<file path="src/design/shg_pkg.sv">
package shg_pkg;

    localparam int MAX_PARTICLES_DEF = 1024;
    localparam logic [30:0] CELL_SIZE_RST = 31'd65536;

    localparam logic [31:0] HASH_PX = 32'd73856093;
    localparam logic [31:0] HASH_PY = 32'd19349663;
    localparam logic [31:0] HASH_PZ = 32'd83492791;

    typedef enum logic [1:0] {
        OP_LOAD  = 2'd0,
        OP_QUERY = 2'd1,
        OP_SLOT  = 2'd2,
        OP_NONE  = 2'd3
    } t_op;

    typedef enum logic [1:0] {
        KIND_DONE  = 2'd0,
        KIND_RANGE = 2'd1,
        KIND_SLOT  = 2'd2
    } t_kind;

    // Request as it travels from the front to the back: coordinates are cell indices.
    typedef struct packed {
        t_op         op;
        logic [31:0] ix;
        logic [31:0] iy;
        logic [31:0] iz;
        logic        last;
        logic [9:0]  slot;
    } t_cmd;

    typedef enum logic [1:0] {
        F_IDLE,
        F_LOAD,
        F_DIV,
        F_PUSH
    } t_fstate;

    typedef enum logic [1:0] {
        PH_LOAD,
        PH_QUERY,
        PH_COUNT,
        PH_SCATTER
    } t_phase;

    typedef enum logic [4:0] {
        B_CLEAR,
        B_IDLE,
        B_H0,
        B_H1,
        B_H2,
        B_H3,
        B_MOD,
        B_LWR,
        B_BGN,
        B_ZERO,
        B_HRD,
        B_HLD,
        B_CRD,
        B_CWR,
        B_PRD,
        B_PWR,
        B_SRD,
        B_SWR,
        B_DONE,
        B_QRD,
        B_QEM,
        B_SLRD,
        B_SLEM
    } t_bstate;

endpackage

</file>
<file path="src/design/shg_front.sv">
module shg_front (
    input  logic          i_clk,
    input  logic          i_rst_n,
    input  logic          i_cfg_we,
    input  logic [30:0]   i_cfg_data,
    input  logic          i_valid,
    output logic          o_stall,
    input  logic [1:0]    i_opcode,
    input  logic [31:0]   i_pos_x,
    input  logic [31:0]   i_pos_y,
    input  logic [31:0]   i_pos_z,
    input  logic          i_last_particle,
    input  logic [9:0]    i_slot,
    input  logic          i_hold,
    output logic          o_push,
    output shg_pkg::t_cmd o_cmd,
    input  logic          i_full
);

    shg_pkg::t_fstate r_state;
    shg_pkg::t_fstate n_state;
    shg_pkg::t_cmd    r_cmd;
    shg_pkg::t_cmd    n_cmd;
    logic [30:0]      r_cell;
    logic [31:0]      r_num;
    logic [31:0]      n_num;
    logic [30:0]      r_rem;
    logic [30:0]      n_rem;
    logic [4:0]       r_bit;
    logic [4:0]       n_bit;
    logic [1:0]       r_c;
    logic [1:0]       n_c;
    logic             r_neg;
    logic             n_neg;

    logic             accept;
    logic [31:0]      raw;
    logic [30:0]      divisor;
    logic [31:0]      sh;
    logic             ge;
    logic [30:0]      rem_nx;
    logic [31:0]      quo_nx;
    logic [31:0]      coord;

    assign o_stall = (r_state != shg_pkg::F_IDLE) || i_hold;
    assign accept  = i_valid && !o_stall;
    assign o_cmd   = r_cmd;
    assign o_push  = (r_state == shg_pkg::F_PUSH);

    always_comb begin
        case (r_c)
            2'd0:    raw = r_cmd.ix;
            2'd1:    raw = r_cmd.iy;
            default: raw = r_cmd.iz;
        endcase
        divisor = (r_cell == 31'd0) ? 31'd1 : r_cell;
        sh      = {r_rem, r_num[31]};
        ge      = (sh >= {1'b0, divisor});
        rem_nx  = ge ? 31'(sh - {1'b0, divisor}) : sh[30:0];
        quo_nx  = {r_num[30:0], ge};
        // floor for negative dividends: -q, or -q-1 when a remainder is left
        if (r_neg) begin
            coord = (rem_nx != 31'd0) ? ~quo_nx : 32'(-quo_nx);
        end else begin
            coord = quo_nx;
        end
    end

    always_comb begin
        n_state = r_state;
        unique case (r_state)
            shg_pkg::F_IDLE: begin
                if (accept) begin
                    case (shg_pkg::t_op'(i_opcode))
                        shg_pkg::OP_LOAD, shg_pkg::OP_QUERY: n_state = shg_pkg::F_LOAD;
                        shg_pkg::OP_SLOT:                    n_state = shg_pkg::F_PUSH;
                        default:                             n_state = shg_pkg::F_IDLE;
                    endcase
                end
            end
            shg_pkg::F_LOAD: n_state = shg_pkg::F_DIV;
            shg_pkg::F_DIV: begin
                if (r_bit == 5'd0) begin
                    n_state = (r_c == 2'd2) ? shg_pkg::F_PUSH : shg_pkg::F_LOAD;
                end
            end
            shg_pkg::F_PUSH: begin
                if (!i_full) begin
                    n_state = shg_pkg::F_IDLE;
                end
            end
            default: n_state = shg_pkg::F_IDLE;
        endcase
    end

    always_comb begin
        n_cmd = r_cmd;
        n_num = r_num;
        n_rem = r_rem;
        n_bit = r_bit;
        n_c   = r_c;
        n_neg = r_neg;
        unique case (r_state)
            shg_pkg::F_IDLE: begin
                n_cmd.op   = shg_pkg::t_op'(i_opcode);
                n_cmd.ix   = i_pos_x;
                n_cmd.iy   = i_pos_y;
                n_cmd.iz   = i_pos_z;
                n_cmd.last = i_last_particle;
                n_cmd.slot = i_slot;
                n_c        = 2'd0;
            end
            shg_pkg::F_LOAD: begin
                n_neg = raw[31];
                n_num = raw[31] ? 32'(-raw) : raw;
                n_rem = 31'd0;
                n_bit = 5'd31;
            end
            shg_pkg::F_DIV: begin
                n_num = quo_nx;
                n_rem = rem_nx;
                n_bit = r_bit - 5'd1;
                if (r_bit == 5'd0) begin
                    case (r_c)
                        2'd0:    n_cmd.ix = coord;
                        2'd1:    n_cmd.iy = coord;
                        default: n_cmd.iz = coord;
                    endcase
                    n_c = r_c + 2'd1;
                end
            end
            shg_pkg::F_PUSH: begin
                n_cmd = r_cmd;
            end
            default: n_cmd = r_cmd;
        endcase
    end

    always_ff @(posedge i_clk) begin
        if (!i_rst_n) begin
            r_state <= shg_pkg::F_IDLE;
            r_cell  <= shg_pkg::CELL_SIZE_RST;
        end else begin
            r_state <= n_state;
            if (i_cfg_we) begin
                r_cell <= i_cfg_data;
            end
        end
    end

    always_ff @(posedge i_clk) begin
        if (!(r_state == shg_pkg::F_IDLE && !accept)) begin
            r_cmd <= n_cmd;
        end
        r_num <= n_num;
        r_rem <= n_rem;
        r_bit <= n_bit;
        r_c   <= n_c;
        r_neg <= n_neg;
    end

endmodule

</file>
<file path="config.mk">
export PLATFORM = sky130hd
export DESIGN_NAME = shg_front
export DESIGN_NICKNAME = d
export VERILOG_FILES = /design/src/design/shg_pkg.sv /design/src/design/shg_front.sv
export SDC_FILE = /design/constraint.sdc
export NUM_CORES = 1
export LEC_CHECK = 0
export ABC_AREA = 1
export BUFFER_PORTS_ARGS = -buffer_cell sky130_fd_sc_hd__buf_2
export CAP_MARGIN = 30
export CORE_ASPECT_RATIO = 0.8
export CORE_MARGIN = 5
export CORE_UTILIZATION = 45
export DETAILED_ROUTE_END_ITERATION = 6
export PLACE_DENSITY = 0.69
export SETUP_SLACK_MARGIN = 0.4
export SLEW_MARGIN = 25
export SYNTH_ARGS = -nofsm -noshare
export SYNTH_HDL_FRONTEND = slang
export SYNTH_SLANG_ARGS = --single-unit
</file>
<file path="constraint.sdc">
create_clock -name i_clk -period 5.2 [get_ports i_clk]
set_input_delay 0 -clock i_clk [delete_from_list [all_inputs] [get_ports i_clk]]
set_output_delay 0 -clock i_clk [all_outputs]
set_load 0.05 [all_outputs]
</file>
==> results.md <==
Synth:
- For this run, asynchronously set or reset flops after synthesis account for 0.
- Yosys attributes the largest share of cell area to edfxtp_1 39%, nand2_1 18%, inv_1 6.6%, dfxtp_1 4.8%, nand3_1 4.4%.
- The count of flip-flops with a built-in enable after synthesis is 180.
- The per-instance average area after synthesis is 7.43 µm².
- The register area share after synthesis is 0.438.
- The prevailing post-synth register cell is edfxtp_1.
- The simple-gate portion of the synthesized area is 0.313.
- The share of synthesized area in the top cell type comes to 0.390.
- The largest area contributor in the netlist is edfxtp_1.
- The post-synthesis instance area is 13800 µm².
- For this run, the number of Yosys warnings is 0.
- The number of flip-flops and latches in the synthesized netlist is 213.
- When the netlist entered floorplanning its net count stood at 2053.
- The area share of xor/xnor cells in the synthesized design is 0.0196.
- The area fraction in compound gates after synthesis was 0.0989.
- After synthesis, the largest family of logic cells by area is simple AND/OR/NAND/NOR gates.
- Of the total synthesized cell area, the portion taken by full adders, half adders and majority gates is 0.0385.
- Synthesis produced a netlist whose cell count is 1865.
- Counting distinct cell types in the post-synthesis netlist gives 46.
- Measured against the total synthesized area, the mux share comes to 0.

STA:
- Of the available clock period, the critical path in the final layout requires 0.866.
- The maximum clock frequency is 222 MHz.
- The headroom to the max-slew limit is 0.353.
- The final number of hold-violating endpoints is 1.
- Summed over all failing endpoints, the final setup total negative slack is 0 ns.
- For the pin with the worst max-slew slack, the measured transition is 0.970 ns.
- Setup repair after global routing left no endpoint under its margin.
- Across all hold checks on the routed design, the worst slack comes to -0.000291 ns.
- The number of slew-limit violations in the final report is 0.
- Counting I/O delays and the setup requirement, the final critical path takes 4.50 ns.
- The final setup skew is 0.00696 ns.
- The final setup violation count is 0.
- Setup slack on the critical path of the routed design comes to 0.698 ns.

Worst setup path:
- The worst setup path is captured at a flop.
- The kind of cell adding the most delay to the critical path is simple AND/OR/NAND/NOR gates.
- Among all stages on the critical path, the largest delay is contributed by o41ai_2.
- By startpoint and endpoint, the worst setup path is classified as reg -> reg.
- The required time of the worst setup path is 5.48 ns.
- The number of cells on the worst reg-to-reg path is 28.
- In this run the worst path has a maximum fanout of 8.
- The nature of the critical path startpoint is a flop.
- The worst reg2reg path endpoint is o_cmd[71]$_DFFE_PP_.
- For this run, the slowest stage of the critical path takes 0.37 ns.
- The startpoint identified for the worst register-to-register timing path is r_cell[29]$_SDFFE_PN0P_.
- Across all register-to-register paths, the minimum setup slack is 0.70 ns.
- At the worst endpoint, the arrival time is 4.78 ns.
- The number of buffers and inverters on the critical path is 4.

Detailed routing:
- The number of search-and-repair iterations in the first detailed-routing pass is 5.
- In this run the remaining antenna-violating nets after routing total 0.
- Summed over all layers, the routed wires come to 47500 µm.
- After detailed routing, the average wire length per cell comes to 17.7 µm.
- In the routed design, unresolved DRC markers number 0.
- The average via count per standard cell is 5.24.
- The final route contains 14100 vias.
- The number of DRC markers in iteration 0 is 1304.

GRT:
- The via count of the first global-routing pass is 13300.
- Entering global routing, the biggest net connects 90 pins.
- The initial antenna violation count was 0.
- The total global-route track usage is 0.265.
- The global-route wire length before repair is 73000 µm.
- After global routing the overflow that remains totals 0.

Min path:
- The worst min-delay path class is in -> reg.
- Counting instances, the worst hold path has a depth of 3.
- The capture endpoint of the worst hold path is r_cell[2]$_SDFFE_PN0P_.
- The startpoint identified for the worst hold timing path is i_rst_n.

Placement:
- Once detailed placement completed, the half-perimeter wirelength came to 34400 µm.
- The final weighted congestion of routability-driven global placement is 0.972.
- Timing analysis after detailed placement gives a worst setup slack of 0.346 ns.
- During placement, the flow inserted port buffers numbering 256.

CTS:
- Clock-pin slew was measured on the worst setup and hold paths at 0.06 ns.
- The CTS tree is yes.
- CTS built an H-tree with a depth of 1.
- Clock tree synthesis selected as its root buffer the cell clkbuf_16.
- The number of buffers created by CTS is 24.
- The clock latency on the worst-skew pair is 0.53 ns.
- No sink is reached through more buffers than the 3 on the longest clock path.
- The clock sink count is 213.

Power:
- Dividing total power by cell area gives a power density of 781 nW/µm².
- For this design the static power due to leakage is 8.67 nW.
- The switching share of power is 0.534.
- The clock network fraction of total power is 0.125.
- VDD sags by at most 522 µV.
- The combinational power share is 0.612.
- The sequential share of power is 0.264.
- The internal power of the cells totals 0.00655 W.
- The analysis attributes to net switching a power of 0.00749 W.

Final layout:
- In the layout the commonest cells are 660 x nand2_1, 256 x buf_2, 242 x inv_1, 180 x edfxtp_1, 152 x dlygate4sd3_1.
- The share of the core filled with cells in the final layout is 0.592.
- The fraction of final layout cells with drive strength greater than 1 is 0.171.
- The net count of the finished layout is 2447.
- The most common cell after layout, fill and taps aside is nand2_1.
- The number of filler cells placed in the layout is 2735.
- Compared with the post-synthesis result, the final layout area differs by 29.9%.

Floorplanning:
- The area of the core is 30400 µm².
- The die is 206 µm wide.
- The total die area is 34400 µm².
- 257 I/O pins were placed.
- The vertical extent of the die is 167 µm.
- The initial core utilization is 0.456.
- The initialized floorplan defines 57 standard-cell rows.

Run status:
- The run finished, with violations left.
- The final reports fail on hold timing.

Run:
- The reported max-cap violation count is 0.
Yosys cell counts (8+ instances only):
cell and instances:
o21ai_1 16, nand3_2 20, xor2_1 15, buf_6 8, nand2_1 661, inv_1 245, nor4_1 10, dfxtp_1 33
o21ai_0 79, xnor2_1 16, a22o_1 27, nand3_1 122, ha_1 41, a21oi_1 106, nor3_1 14, nor2_1 139
nand4_1 18, edfxtp_1 180, clkbuf_1 45, nand3b_1 12
sequential cells by signal (all words and copies together), names as in the netlist:
name,flops
o_cmd,109
r_neg,1
r_bit,5
r_rem,31
r_state,2
r_cell,31
r_c,2
r_num,32
cell families (layout without fill, tap and decap cells):
kind of cell,Yosys count,count (layout)
compound gates,245,245
flops,213,213
simple gates,1017,1017
other cells,0,1
buf+inv,317,729
xor+xnor,31,31
fa+ha+maj,42,42
cell type report:
| type | count | area [µm²] | area share |
|---|---|---|---|
| clock inverter | 17 | 166 | 0.00925 |
| timing repair buffer | 432 | 3000 | 0.167 |
| inverter | 253 | 960 | 0.0533 |
| clock buffer | 27 | 643 | 0.0357 |
| antenna | 1 | 2.50 | 0.000139 |
| multi-input combinational | 1335 | 6640 | 0.369 |
| sequential | 213 | 6070 | 0.337 |
| tap | 413 | 517 | 0.0287 |
worst reg2reg max path: cells and delay by family (launching register included):
| kind | cells | cell delay [ns] |
|---|---|---|
| AOI/OAI and AO/OA | 2 | 0.57 |
| adders and majority gates | 3 | 0.62 |
| buffers and inverters | 4 | 0.34 |
| DFF | 1 | 0.32 |
| and+or+nand+nor | 19 | 2.43 |
how the worst max path moves through the flow:
stage | cells past startpoint | from | end
floorplan | 9 | r_state[0]$_SDFFE_PN0P_ | o_cmd[100]$_DFFE_PP_
global placement | 26 | r_cell[18]$_SDFFE_PN0P_ | o_cmd[39]$_DFFE_PP_
detailed placement | 28 | r_cell[28]$_SDFFE_PN0P_ | o_cmd[71]$_DFFE_PP_
CTS | 28 | r_cell[28]$_SDFFE_PN0P_ | o_cmd[71]$_DFFE_PP_
global route | 28 | r_cell[29]$_SDFFE_PN0P_ | o_cmd[39]$_DFFE_PP_
finish | 28 | r_cell[29]$_SDFFE_PN0P_ | o_cmd[71]$_DFFE_PP_
power by group through the flow:
stage | combinational [W] | sequential (W) | clock [W]
6_report | 0.00859 | 0.00370 | 0.00175
5_1_grt | 0.00941 | 0.00376 | 0.00185
4_1_cts | 0.00844 | 0.00369 | 0.00178
3_5_place_dp | 0.00832 | 0.00371 | 0
3_3_place_gp | 0.00819 | 0.00370 | 0
2_1_floorplan | 0.00478 | 0.00490 | 0
metal layers:
metal / routed length, µm / vias up / global-route usage
met1: 21700 / 6507 / 0.408
met4: 946 / 0 / 0.0538
li1: - / 6864 / -
met5: 0 / - / 0
met2: 20200 / 680 / 0.394
met3: 4690 / 62 / 0.0439
repair_timing:
item	in CTS	in global routing
resized for setup	1	18
hold buffers	152	0
endpoints found under the setup margin	3	88
buffers inserted	0	8
endpoints found under the hold margin	155	0
pin swaps	0	10
stage by stage:
stage | hold slack (ns) | std cells | instance area [µm²] | power (W)
2_1_floorplan | 0.0989 | 1865 | 13800 | 0.00968
3_3_place_gp | 0.177 | 2484 | 15500 | 0.0119
3_5_place_dp | 0.181 | 2486 | 15500 | 0.0120
4_1_cts | 0.00192 | 2682 | 17900 | 0.0139
5_1_grt | 0.0386 | 2690 | 18000 | 0.0150
6_report | -0.000291 | 2691 | 18000 | 0.0140
Power figures use the tool's default switching activity.
