## src/design/shg_pkg.sv

```systemverilog
package shg_pkg;

    localparam int MAX_PARTICLES_DEF = 1024;
    localparam logic [30:0] CELL_SIZE_RST = 31'd65536;

    localparam logic [31:0] HASH_PX = 32'd73856093;
    localparam logic [31:0] HASH_PY = 32'd19349663;
    localparam logic [31:0] HASH_PZ = 32'd83492791;

    typedef enum logic [1:0] {
        OP_LOAD  = 2'd0,
        OP_QUERY = 2'd1,
        OP_SLOT  = 2'd2,
        OP_NONE  = 2'd3
    } t_op;

    typedef enum logic [1:0] {
        KIND_DONE  = 2'd0,
        KIND_RANGE = 2'd1,
        KIND_SLOT  = 2'd2
    } t_kind;

    // Request as it travels from the front to the back: coordinates are cell indices.
    typedef struct packed {
        t_op         op;
        logic [31:0] ix;
        logic [31:0] iy;
        logic [31:0] iz;
        logic        last;
        logic [9:0]  slot;
    } t_cmd;

    typedef enum logic [1:0] {
        F_IDLE,
        F_LOAD,
        F_DIV,
        F_PUSH
    } t_fstate;

    typedef enum logic [1:0] {
        PH_LOAD,
        PH_QUERY,
        PH_COUNT,
        PH_SCATTER
    } t_phase;

    typedef enum logic [4:0] {
        B_CLEAR,
        B_IDLE,
        B_H0,
        B_H1,
        B_H2,
        B_H3,
        B_MOD,
        B_LWR,
        B_BGN,
        B_ZERO,
        B_HRD,
        B_HLD,
        B_CRD,
        B_CWR,
        B_PRD,
        B_PWR,
        B_SRD,
        B_SWR,
        B_DONE,
        B_QRD,
        B_QEM,
        B_SLRD,
        B_SLEM
    } t_bstate;

endpackage

```

## src/design/shg_fifo.sv

```systemverilog
module shg_fifo (
    input  logic          i_clk,
    input  logic          i_rst_n,
    input  logic          i_push,
    input  shg_pkg::t_cmd i_data,
    output logic          o_full,
    input  logic          i_pop,
    output logic          o_empty,
    output shg_pkg::t_cmd o_data
);

    shg_pkg::t_cmd r_mem [2];
    logic          r_wp;
    logic          r_rp;
    logic [1:0]    r_cnt;

    assign o_full  = (r_cnt == 2'd2);
    assign o_empty = (r_cnt == 2'd0);
    assign o_data  = r_mem[r_rp];

    always_ff @(posedge i_clk) begin
        if (i_push && !o_full) begin
            r_mem[r_wp] <= i_data;
        end
    end

    always_ff @(posedge i_clk) begin
        if (!i_rst_n) begin
            r_wp  <= 1'b0;
            r_rp  <= 1'b0;
            r_cnt <= 2'd0;
        end else begin
            if (i_push && !o_full) begin
                r_wp <= ~r_wp;
            end
            if (i_pop && !o_empty) begin
                r_rp <= ~r_rp;
            end
            case ({i_push && !o_full, i_pop && !o_empty})
                2'b10:   r_cnt <= r_cnt + 2'd1;
                2'b01:   r_cnt <= r_cnt - 2'd1;
                default: r_cnt <= r_cnt;
            endcase
        end
    end

endmodule

```

## config.mk

```make
export PLATFORM = sky130hd
export DESIGN_NAME = shg_fifo
export DESIGN_NICKNAME = d
export VERILOG_FILES = /design/src/design/shg_pkg.sv /design/src/design/shg_fifo.sv
export SDC_FILE = /design/constraint.sdc
export NUM_CORES = 1
export LEC_CHECK = 0
export BUFFER_PORTS_ARGS = -buffer_cell sky130_fd_sc_hd__buf_2
export CELL_PAD_IN_SITES_DETAIL_PLACEMENT = 2
export CELL_PAD_IN_SITES_GLOBAL_PLACEMENT = 2
export CORE_AREA = 2 2 103 204
export CTS_CLUSTER_DIAMETER = 80
export DETAILED_ROUTE_END_ITERATION = 8
export DIE_AREA = 0 0 105 206
export HOLD_SLACK_MARGIN = 0.03
export PLACE_DENSITY_LB_ADDON = 0.3
export SLEW_MARGIN = 20
export SYNTH_ARGS = -nofsm -noshare
export SYNTH_HDL_FRONTEND = slang
export SYNTH_SLANG_ARGS = --single-unit
```

## constraint.sdc

```tcl
create_clock -name i_clk -period 5.8 [get_ports i_clk]
set_input_delay 0.58 -clock i_clk [delete_from_list [all_inputs] [get_ports i_clk]]
set_output_delay 0.58 -clock i_clk [all_outputs]
set_load 0.01 [all_outputs]
```

==> results of run 1 <==
[cell families after synthesis]
| kind of cell | after synthesis |
|---|---|
| adder cells (fa/ha/maj) | 1 |
| flip-flops | 223 |
| multiplexers | 109 |
| buffers and inverters | 15 |
| AND/OR/NAND/NOR | 9 |
| AO/OA/AOI/OAI | 5 |
| XOR/XNOR | 3 |
[per-layer routing]
| layer | up-vias | share of wire [%] | track usage (%) |
|---|---|---|---|
| met1 | 2094 | 38 | 18.8 |
| met3 | 26 | 8.6 | 5.74 |
| li1 | 1915 | - | - |
| met5 | - | 0.073 | 0 |
| met2 | 179 | 51 | 28.7 |
| met4 | 2 | 1.9 | 4.43 |
[synthesized netlist by cell type, drive strengths merged]
cell and n:
nand2b 1, and3 1, nor2 1, o21a 1, nand2 1, xnor2 3, edfxtp 218, a21boi 2
and2 1, mux2 109, dfxtp 5, buf 12, o21ai 2, inv 3, or3 2, nor2b 2
ha 1
[layout make-up]
class	count	area share [%]
Sequential cell	223	65.9
Multi-Input combinational cell	127	13.4
Timing Repair Buffer	226	11.3
Clock buffer	24	5.32
Tap cell	266	3.30
Clock inverter	10	0.681
Inverter	3	0.136
[per-stage QoR]
stage / cells / setup slack [ps] / hold slack [ps] / area (um2)
floorplan: 365 / 2170 / 457 / 8080
global placement: 845 / 2870 / 482 / 9490
detailed placement: 845 / 2830 / 498 / 9490
CTS: 879 / 2420 / 252 / 10100
global route: 879 / 2340 / 257 / 10100
finish: 879 / 2520 / 280 / 10100
[worst paths after layout]
check / to / cells after the start
worst max register to register: r_mem[0][51] / 5
worst max-delay path: o_data[50] / 3
worst min-delay path: r_mem[1][15] / 1
worst min register to register: r_wp / 2
[sequential cells by signal, summed over array words and instances (netlist names), named ones only]
register	cells
r_mem	218
r_wp	1
r_rp	1
r_cnt	2
[power breakdown]
group / internal (mW) / switching [mW] / leakage [nW] / total (mW)
registers: 2.04 / 0.131 / 2.08 / 2.17
clock network: 0.702 / 0.544 / 0.300 / 1.25
logic: 0.515 / 0.558 / 1.35 / 1.07
total: 3.25 / 1.23 / 3.73 / 4.49
==> Flow_metrics.wiki, run 1 <==
{| class="wikitable"
! Metric !! Value
|-
| Areal power density over the cells || 444 nW/um2
|-
| TritonCTS Buffers || 21
|-
| Proportion of synthesized chip area in sequential cells || between 80% and 90%
|-
| Clock latency reported for the late side of the worst-skew pair || 480 ps
|-
| CTS tree || done
|-
| Max Cap Viol || 0
|-
| Compound-gate portion of the synthesized area || less than 1%
|-
| Number of global-route vias before repair || 4814
|-
| DIE WIDTH || 105 um
|-
| Clock sink count || roughly 220
|-
| Area growth, synth to finish || 25.0%
|-
| Launch point of the worst reg-to-reg path || r_cnt[0]
|-
| Aggregate global routing overflow || 0
|-
| Cell-by-cell listing of the critical path || buf_4 > mux2_2 > buf_2
|-
| Req. time, crit path || 5220 ps
|-
| Combinational family with the most area after synthesis || multiplexers
|-
| Result of the run || complete, no violations
|-
| Worst hold-check path type || input port to flip-flop
|-
| Setup repair after global routing missed its margin || no
|-
| Total negative setup slack || 0 ps
|-
| Clock-pin slew on the worst setup and hold paths || 60 ps
|-
| CTS H-Tree Depth || 1
|-
| Initial standard-cell utilization of the core || around 40%
|-
| Vias per cell || around 4.8
|-
| Footprint of the multi-input gates || 1360 um2
|-
| Static leakage power || around 3.7 nW
|-
| Final period utilization || 56.5%
|-
| Synthesis-stage register bit count || between 200 and 250
|-
| Library cell with the largest summed area after synthesis || edfxtp_1
|-
| Distinct cell type count of the synthesized netlist || 20
|-
| Number of antenna violations at the first check in global routing || 1
|-
| Buffers inserted by post-CTS timing repair || 0
|-
| Overall Power || approximately 4.5 mW
|-
| Nets || 716
|-
| Arrival time reported for the critical path endpoint || 2700 ps
|-
| Post-synthesis simple-gate area fraction || 0.666%
|-
| Last weighted congestion value of the routability-driven placer || 0.656
|-
| Achievable Freq || just over 300 MHz
|-
| Synth top area share || 81.0%
|-
| Fraction of synthesized area in multiplexers || between 15 and 20%
|-
| Core area || 20200 um2
|-
| Final setup vio count || 0
|-
| Count of warnings emitted by yosys || 0
|-
| Clock Tree Buf Depth || 3
|-
| Vertical extent of the die || 206 um
|-
| Post-CTS Hold Buffers || 0
|-
| Diodes inserted || 0
|-
| Post-synthesis instance area || 8080 um2
|-
| Crit Path Max Fanout || 69
|-
| Top delay family on crit path || flip-flops
|-
| Hold path start || i_data[15]
|-
| Slowest CP cell || dfxtp_4
|-
| WL per Instance || 20.4 um
|-
| Share of layout cells above drive strength 1 || 59.7%
|-
| I/O Buffers || 223
|-
| GRT Util Overall || about 16%
|-
| Number of standard-cell rows in the floorplan || 74
|-
| Most area-consuming cells after synthesis || edfxtp_1 (81%), mux2_2 (15%), dfxtp_1 (1.2%), buf_2 (0.62%), xnor2_1 (0.33%)
|-
| Overall die area || 21600 um2
|-
| Max-slew violation total from the final report || 0
|-
| Buffers & Inverters on Critical Path || 2
|-
| Routed Wire Length || 17.9 mm
|-
| Number of nets with antenna violations after routing || 0
|-
| Number of cells upsized or downsized after cts || 0
|-
| DPL Wire Length || roughly 12 mm
|-
| Type of element launching the critical path || flip-flop
|-
| Most frequent cells in the layout || buf_2 (223), edfxtp_1 (218), mux2_2 (109), clkbuf_16 (21), clkinv_1 (5)
|-
| Maximum cell stage delay along the critical path || 960 ps
|-
| FF+latch area || 6650 um2
|-
| Start-to-end type of the worst setup path || flip-flop to output port
|-
| Slew @ Worst Pin || 985 ps
|-
| CP Capture Type || output port
|-
| Tmin final || 3280 ps
|-
| R2R setup slack || 3010 ps
|-
| Commonest non-fill, non-tap cell in the layout || buf_2
|-
| Via Count || between 4000 and 5000
|-
| Core utilization of the finished layout || approximately 50%
|-
| Number of top-level pins || 224
|-
| Synthesized-area fraction occupied by xor and xnor cells || 0.325%
|-
| Headroom to the max-slew limit || between 30 and 40%
|-
| Detailed Route Iter0 Violations || 73
|-
| Cell count after synthesis || around 370
|-
| Final worst clock skew || approximately 5.8 ps
|-
| Average cell area after synthesis || 22.1 um2
|-
| Global-route wire length before repair || 27.1 mm
|-
| Drc violations || 0
|-
| Final Hold Viols || 0
|-
| Length of the first detailed-routing pass in iterations || 4
|-
| Adder-cell share of the synthesized area || 0.155%
|-
| Fill cell total of the finished layout || 1950
|-
| Post-synth net total || 479
|-
| Maximum vdd ir drop || between 0.2 and 0.25 mV
|-
| CTS Root Cell || clkbuf_16
|-
| Pin count of the biggest net entering global routing || 70
|}
Power figures use the tool's default switching activity.
==> inputs of run 2 (changes only) <==
ABC_AREA = 1   (was unset)
CORE_AREA = 2 2 107 212   (was 2 2 103 204)
DIE_AREA = 0 0 109 214   (was 0 0 105 206)
clock period = 3.3 ns   (was 5.8 ns; I/O delays follow)
==> Flow_metrics.wiki, run 2 <==
{| class="wikitable"
! Metric !! Value
|-
| Result of the run || complete, no violations
|-
| WL per Instance || 22.8 um (+12%)
|-
| Share of layout cells above drive strength 1 || 51.7% (-8.0 points)
|-
| Reg-to-reg endpoint || r_mem[1][4]
|-
| Final setup vio count || 0 (unchanged)
|-
| Cell count after synthesis || 379 (+3.8%)
|-
| Via Count || 4688 (+11%)
|-
| Aggregate global routing overflow || 0 (unchanged)
|-
| Most area-consuming cells after synthesis || edfxtp_1 (80%), mux2_2 (14%), mux2_4 (1.8%), dfxtp_1 (1.2%), nor2_1 (0.60%)
|-
| CTS H-Tree Depth || 1 (unchanged)
|-
| Final period utilization || 74.9%
|-
| Last weighted congestion value of the routability-driven placer || 0.727 (+11%)
|-
| Setup repair after global routing missed its margin || no
|-
| Global-route wire length before repair || 34.1 mm (+26%)
|-
| Length of the first detailed-routing pass in iterations || 4 (unchanged)
|-
| I/O Buffers || 223 (unchanged)
|-
| Hold worst-path end || r_mem[1][2]
|-
| Worst reg2reg path depth || 5 (unchanged)
|-
| Headroom to the max-slew limit || 49.3% (+15 points)
|-
| Number of standard-cell rows in the floorplan || 76 (+2.7%)
|-
| Req. time, crit path || 2970 ps (-2250 ps)
|-
| Overall die area || 23300 um2 (+7.8%)
|-
| GRT Util Overall || 20.0% (+3.7 points)
|-
| Drc violations || 0 (unchanged)
|-
| Number of antenna violations at the first check in global routing || 3 (+2)
|-
| Vias per cell || 4.68 (-2.5%)
|-
| Launch point of the worst reg-to-reg path || r_cnt[0]
|-
| Maximum vdd ir drop || 0.464 mV (+92%)
|-
| Commonest non-fill, non-tap cell in the layout || buf_2
|-
| Fill cell total of the finished layout || 1943 (-0.36%)
|-
| Max-slew violation total from the final report || 0 (unchanged)
|-
| Area growth, synth to finish || 39.3%
|-
| DIE WIDTH || 109 um (+3.8%)
|-
| Count of warnings emitted by yosys || 0 (unchanged)
|-
| Detailed Route Iter0 Violations || 131 (+79%)
|-
| Routed Wire Length || 22.8 mm (+27%)
|-
| Distinct cell type count of the synthesized netlist || 14 (-30%)
|-
| Number of cells upsized or downsized after cts || 0 (unchanged)
|-
| Max FFs per register || 218 (unchanged)
|-
| Most common cell in the synthesized netlist || edfxtp_1
|-
| Total negative setup slack || 0 ps (unchanged)
|-
| Final Non-Filler Cells || 1002 (+14%)
|-
| Reg with most FFs || r_mem
|-
| Most instantiated cells after synthesis || edfxtp_1 (218), mux2_2 (99), nor2_1 (13)
|-
| Achievable Freq || 404 MHz
|-
| Clock-pin slew on the worst setup and hold paths || 70 ps (about the same)
|-
| Crit Path Max Fanout || 31 (-55%)
|-
| Post-synth net total || 493 (+2.9%)
|-
| Average cell area after synthesis || 21.5 um2 (-3.0%)
|-
| Core area || 21600 um2 (+6.9%)
|-
| Hold path start || i_data[2]
|-
| Tmin final || ~2500 ps
|-
| Areal power density over the cells || 683 nW/um2 (+54%)
|-
| Predominant post-synthesis flop cell || edfxtp_1
|-
| Clock latency reported for the late side of the worst-skew pair || 500 ps (+20 ps)
|-
| Top Registers || r_mem (218), r_cnt (2)
|-
| Max Cap Viol || 0 (unchanged)
|-
| Vertical extent of the die || 214 um (+3.9%)
|-
| Library cell with the largest summed area after synthesis || edfxtp_1
|-
| Type of element launching the critical path || flip-flop
|-
| Synthesis-stage register bit count || 223 (unchanged)
|-
| Placed Instances || 870 (+3.0%)
|-
| Static leakage power || 4.30 nW (+15%)
|-
| Worst hold-check path type || input port to flip-flop
|-
| Pin count of the biggest net entering global routing || 58 (-17%)
|-
| Arrival time reported for the critical path endpoint || 2140 ps (-560 ps)
|-
| Final Hold Viols || 0 (unchanged)
|-
| Buffers inserted by post-CTS timing repair || 0 (unchanged)
|-
| DPL Wire Length || 14.3 mm (+18%)
|-
| Clock Tree Buf Depth || 3 (unchanged)
|-
| Count of flip-flops with a built-in enable after synthesis || 218 (unchanged)
|-
| Number of global-route vias before repair || 5674 (+18%)
|-
| Post-synthesis instance area || 8140 um2 (+0.71%)
|-
| Final cell area excluding filler cells || 11300 um2 (+12%)
|-
| Initial standard-cell utilization of the core || 37.7% (-2.3 points)
|-
| Synth top area share || 80.5% (-0.57 points)
|-
| Clock sink count || 223 (unchanged)
|-
| Instance area at placement || 9630 um2 (+1.5%)
|-
| Final worst clock skew || 7.32 ps (+1.51 ps)
|-
| Proportion of synthesized chip area in sequential cells || 81.7% (-0.58 points)
|-
| Post-synthesis async set-or-reset flop share || 0% (unchanged)
|-
| Number of top-level pins || 224 (unchanged)
|-
| Start-to-end type of the worst setup path || flip-flop to output port
|-
| Nets || 827 (+16%)
|-
| Number of cells on the worst hold path || 1 (unchanged)
|-
| CTS Root Cell || clkbuf_16
|-
| Most frequent cells in the layout || buf_2 (223), edfxtp_1 (218), mux2_2 (99), dlygate4sd3_1 (94), clkbuf_16 (21)
|-
| CP Capture Type || output port
|-
| Number of nets with antenna violations after routing || 0 (unchanged)
|-
| R2R setup slack || 1190 ps (-1820 ps)
|-
| CTS tree || done
|-
| TritonCTS Buffers || 20 (-4.8%)
|-
| Slew @ Worst Pin || 760 ps (-225 ps)
|}
-- run 2: cell types whose count changed after synthesis, sizes merged, moves of 2 or more --
cell,delta
inv,+6
nand2,+7
or3,-2
xnor2,-3
nor2b,-2
nor2,+12
a21boi,-2
-- run 2: cell families (layout without fill, tap and decap cells) --
| family | after synthesis | after routing | synth area share (%) |
|---|---|---|---|
| DFF | 223 | 223 | 81.7 |
| muxes | 109 | 109 | 15.5 |
| and+or+nand+nor | 23 | 23 | 1.11 |
| buffers and inverters | 21 | 369 | 1.38 |
| AOI/OAI and AO/OA | 2 | 2 | 0.123 |
| adders and majority gates | 1 | 1 | 0.154 |
| other | 0 | 2 | 0 |
-- run 2: repair_timing --
| action | CTS | global route |
|---|---|---|
| endpoints found under the hold margin | 185 | 1 |
| setup endpoints to repair | 0 | 0 |
| hold buffers | 93 | 1 |
-- run 2: metal layers --
metal	GRT usage (%)	up-vias	wire, um
li1	-	2145	-
met1	19.1	2361	7200
met2	40.6	143	14000
met3	2.83	37	845
met4	7.52	2	731
met5	0	-	14
-- run 2: through the flow --
stage	hold WS [ps]	utilization, %	setup slack [ps]	total power [mW]
after floorplan	429	-	48.0	4.42
after global placement	475	44.6	1260	4.96
after detailed placement	489	44.6	1150	5.03
after CTS	30.8	52.4	777	7.80
after global routing	32.0	52.5	719	8.04
final	39.5	52.5	827	7.75
-- run 2: final cells by class --
type	count	area [um2]	area share, %
sequential	223	6650	58.7
inverter	9	36.3	0.320
clock buffer	21	526	4.64
timing repair buffer	324	2160	19.1
clock inverter	15	233	2.05
tap	273	342	3.01
antenna	2	5.00	0.0442
multi-input combinational	135	1390	12.2
-- run 2: where the power goes --
| part | total, mW | switching (mW) | internal [mW] | leakage, nW |
|---|---|---|---|---|
| sequential | 3.59 | 0.124 | 3.46 | 2.08 |
| clock | 2.68 | 1.05 | 1.63 | 0.359 |
| combinational | 1.48 | 0.789 | 0.691 | 1.86 |
| total | 7.75 | 1.96 | 5.79 | 4.30 |
-- run 2: worst max path at each step --
stage                          from          end  slack [ps]  cells after the start
after floorplan            r_cnt[0]  r_mem[1][0]          50                      4
after global placement       i_push  r_mem[0][0]        1260                      6
after detailed placement   r_cnt[0]  r_mem[1][1]        1150                      5
after CTS                 flip-flop  o_data[107]         780                      3
after global routing      flip-flop  o_data[108]         720                      3
final                     flip-flop  o_data[107]         830                      3
-- run 2: critical path, cell delays in order, from the launching register on --
cell     delay, ps
dfxtp_4        640
buf_4          440
mux2_2         390
buf_2          140
==> inputs of run 3 (changes only) <==
ABC_AREA = 0   (was 1)
clock period = 2.3 ns   (was 3.3 ns; I/O delays follow)
==> Flow_metrics.wiki, run 3 (synthesized netlist as in run 1, its figures left out) <==
{| class="wikitable"
! Metric !! Value
|-
| Number of nets with antenna violations after routing || 0 (unchanged)
|-
| CP Capture Type || output port
|-
| Clock latency reported for the late side of the worst-skew pair || 500 ps (about the same)
|-
| Number of global-route vias before repair || 5623 (-0.90%)
|-
| Global-route wire length before repair || 32.9 mm (-3.4%)
|-
| Headroom to the max-slew limit || 72.2% (+23 points)
|-
| Top delay family on crit path || buffers and inverters
|-
| DPL Wire Length || 13.9 mm (-3.2%)
|-
| Overall die area || 23300 um2 (unchanged)
|-
| Slowest CP cell || mux2_2
|-
| Pin count of the biggest net entering global routing || 65 (+12%)
|-
| GRT Util Overall || 19.2% (-0.83 points)
|-
| Arrival time reported for the critical path endpoint || 1740 ps (-400 ps)
|-
| Overall Power || 11.7 mW (+51%)
|-
| Final Hold Viols || 0 (unchanged)
|-
| Area growth, synth to finish || 40.2%
|-
| End point of the critical path || o_data[77]
|-
| DIE WIDTH || 109 um (unchanged)
|-
| Req. time, crit path || 2070 ps (-900 ps)
|-
| Clock sink count || 223 (unchanged)
|-
| Initial standard-cell utilization of the core || 37.4% (-0.27 points)
|-
| Start-to-end type of the worst setup path || flip-flop to output port
|-
| Vias per cell || 4.70 (+0.41%)
|-
| Detailed Route Iter0 Violations || 108 (-18%)
|-
| R2R setup slack || 410 ps (-780 ps)
|-
| CTS tree || done
|-
| Fill cell total of the finished layout || 1929 (-0.72%)
|-
| TritonCTS Buffers || 21 (+5.0%)
|-
| Share of layout cells above drive strength 1 || 50.6% (-1.1 points)
|-
| CTS H-Tree Depth || 1 (unchanged)
|-
| Buffers inserted by post-CTS timing repair || 0 (unchanged)
|-
| Cell-by-cell listing of the critical path || buf_12 > mux2_2 > buf_2
|-
| Nets || 831 (+0.48%)
|-
| Drc violations || 0 (unchanged)
|-
| Maximum cell stage delay along the critical path || 400 ps (-240 ps)
|-
| Type of element launching the critical path || flip-flop
|-
| Total negative setup slack || 0 ps (unchanged)
|-
| Top Registers || r_mem (218), r_cnt (2)
|-
| Cell count along the critical path || 3 (unchanged)
|-
| Aggregate global routing overflow || 0 (unchanged)
|-
| Crit Path Max Fanout || 51 (+65%)
|-
| Setup repair after global routing missed its margin || no
|-
| Tmin final || 1970 ps
|-
| Post-CTS Hold Buffers || 110 (+18%)
|-
| Max-slew violation total from the final report || 0 (unchanged)
|-
| Static leakage power || 4.22 nW (-1.9%)
|-
| Number of cells upsized or downsized after cts || 0 (unchanged)
|-
| Number of top-level pins || 224 (unchanged)
|-
| Final worst clock skew || 21.0 ps (+13.7 ps)
|-
| Maximum vdd ir drop || 0.784 mV (+69%)
|-
| Worst reg2reg path depth || 5 (unchanged)
|-
| Max Cap Viol || 0 (unchanged)
|-
| Clock-pin slew on the worst setup and hold paths || 60 ps (about the same)
|-
| Last weighted congestion value of the routability-driven placer || 0.693 (-4.7%)
|-
| Length of the first detailed-routing pass in iterations || 4 (unchanged)
|-
| Number of antenna violations at the first check in global routing || 0 (-3)
|-
| Final setup vio count || 0 (unchanged)
|-
| Launch point of the worst reg-to-reg path || r_cnt[0]
|-
| Max FFs per register || 218 (unchanged)
|-
| Commonest non-fill, non-tap cell in the layout || buf_2
|-
| Slew @ Worst Pin || 417 ps (-343 ps)
|-
| Vertical extent of the die || 214 um (unchanged)
|-
| Achievable Freq || 508 MHz
|-
| Areal power density over the cells || 1030 nW/um2 (+51%)
|-
| Final period utilization || 85.6%
|-
| Most frequent cells in the layout || buf_2 (223), edfxtp_1 (218), dlygate4sd3_1 (110), mux2_2 (109), clkbuf_16 (21)
|-
| Core area || 21600 um2 (unchanged)
|-
| Number of standard-cell rows in the floorplan || 76 (unchanged)
|-
| I/O Buffers || 223 (unchanged)
|-
| Reg-to-reg endpoint || r_mem[0][62]
|-
| WL per Instance || 22.1 um (-3.0%)
|-
| Routed Wire Length || 22.1 mm (-3.0%)
|-
| CTS Root Cell || clkbuf_16
|-
| Clock Tree Buf Depth || 3 (unchanged)
|-
| Reg with most FFs || r_mem
|-
| Buffers & Inverters on Critical Path || 2 (unchanged)
|-
| Worst hold-check path type || input port to flip-flop
|-
| Diodes inserted || 0 (-2)
|-
| Result of the run || complete, no violations
|-
| Via Count || 4707 (+0.41%)
|}
-- run 3: area by class of cell --
class / count / area (um2) / share of cell area (%)
Timing Repair Buffer: 341 / 2360 / 20.9
Multi-Input combinational cell: 127 / 1370 / 12.1
Clock inverter: 6 / 26.3 / 0.232
Inverter: 3 / 17.5 / 0.155
Clock buffer: 29 / 556 / 4.91
Tap cell: 273 / 342 / 3.02
Sequential cell: 223 / 6650 / 58.7
-- run 3: tightest hold or removal path, stage by stage --
cell and delay (ps):
buf_2 120, inv_1 70, or3_4 140, a21boi_1 60
-- run 3: power by group --
| part | total (mW) | internal, mW | switching (mW) |
|---|---|---|---|
| combinational | 3.27 | 1.55 | 1.72 |
| sequential | 5.32 | 5.13 | 0.185 |
| clock | 3.08 | 1.68 | 1.40 |
-- run 3: how the worst min path moves through the flow --
stage	slack, ps	startpoint	endpoint	cells past startpoint
after floorplan	330	i_data[0]	r_mem[0][0]	0
after global placement	420	i_data[18]	r_mem[0][18]	1
after detailed placement	420	i_data[15]	r_mem[1][15]	1
after CTS	170	i_push	r_wp	4
after global routing	210	i_push	r_wp	4
final	190	i_push	r_wp	4
-- run 3: stage by stage --
step,worst slack [ps],util (%),std cells,instance area [um2],hold slack [ps]
6_report,332,52.5,1002,11300,189
4_1_cts,290,52.5,1002,11300,172
3_3_place_gp,463,44.7,857,9640,418
3_5_place_dp,399,44.7,857,9640,422
2_1_floorplan,-342,-,365,8100,329
5_1_grt,259,52.5,1002,11300,209
-- run 3: metal layers --
| layer | vias to the layer above | track usage (%) | wire (um) |
|---|---|---|---|
| li1 | 2149 | - | - |
| met1 | 2377 | 18.5 | 7030 |
| met2 | 142 | 39.3 | 13600 |
| met3 | 39 | 2.86 | 959 |
| met4 | 0 | 5.94 | 581 |
| met5 | - | 0 | 0 |
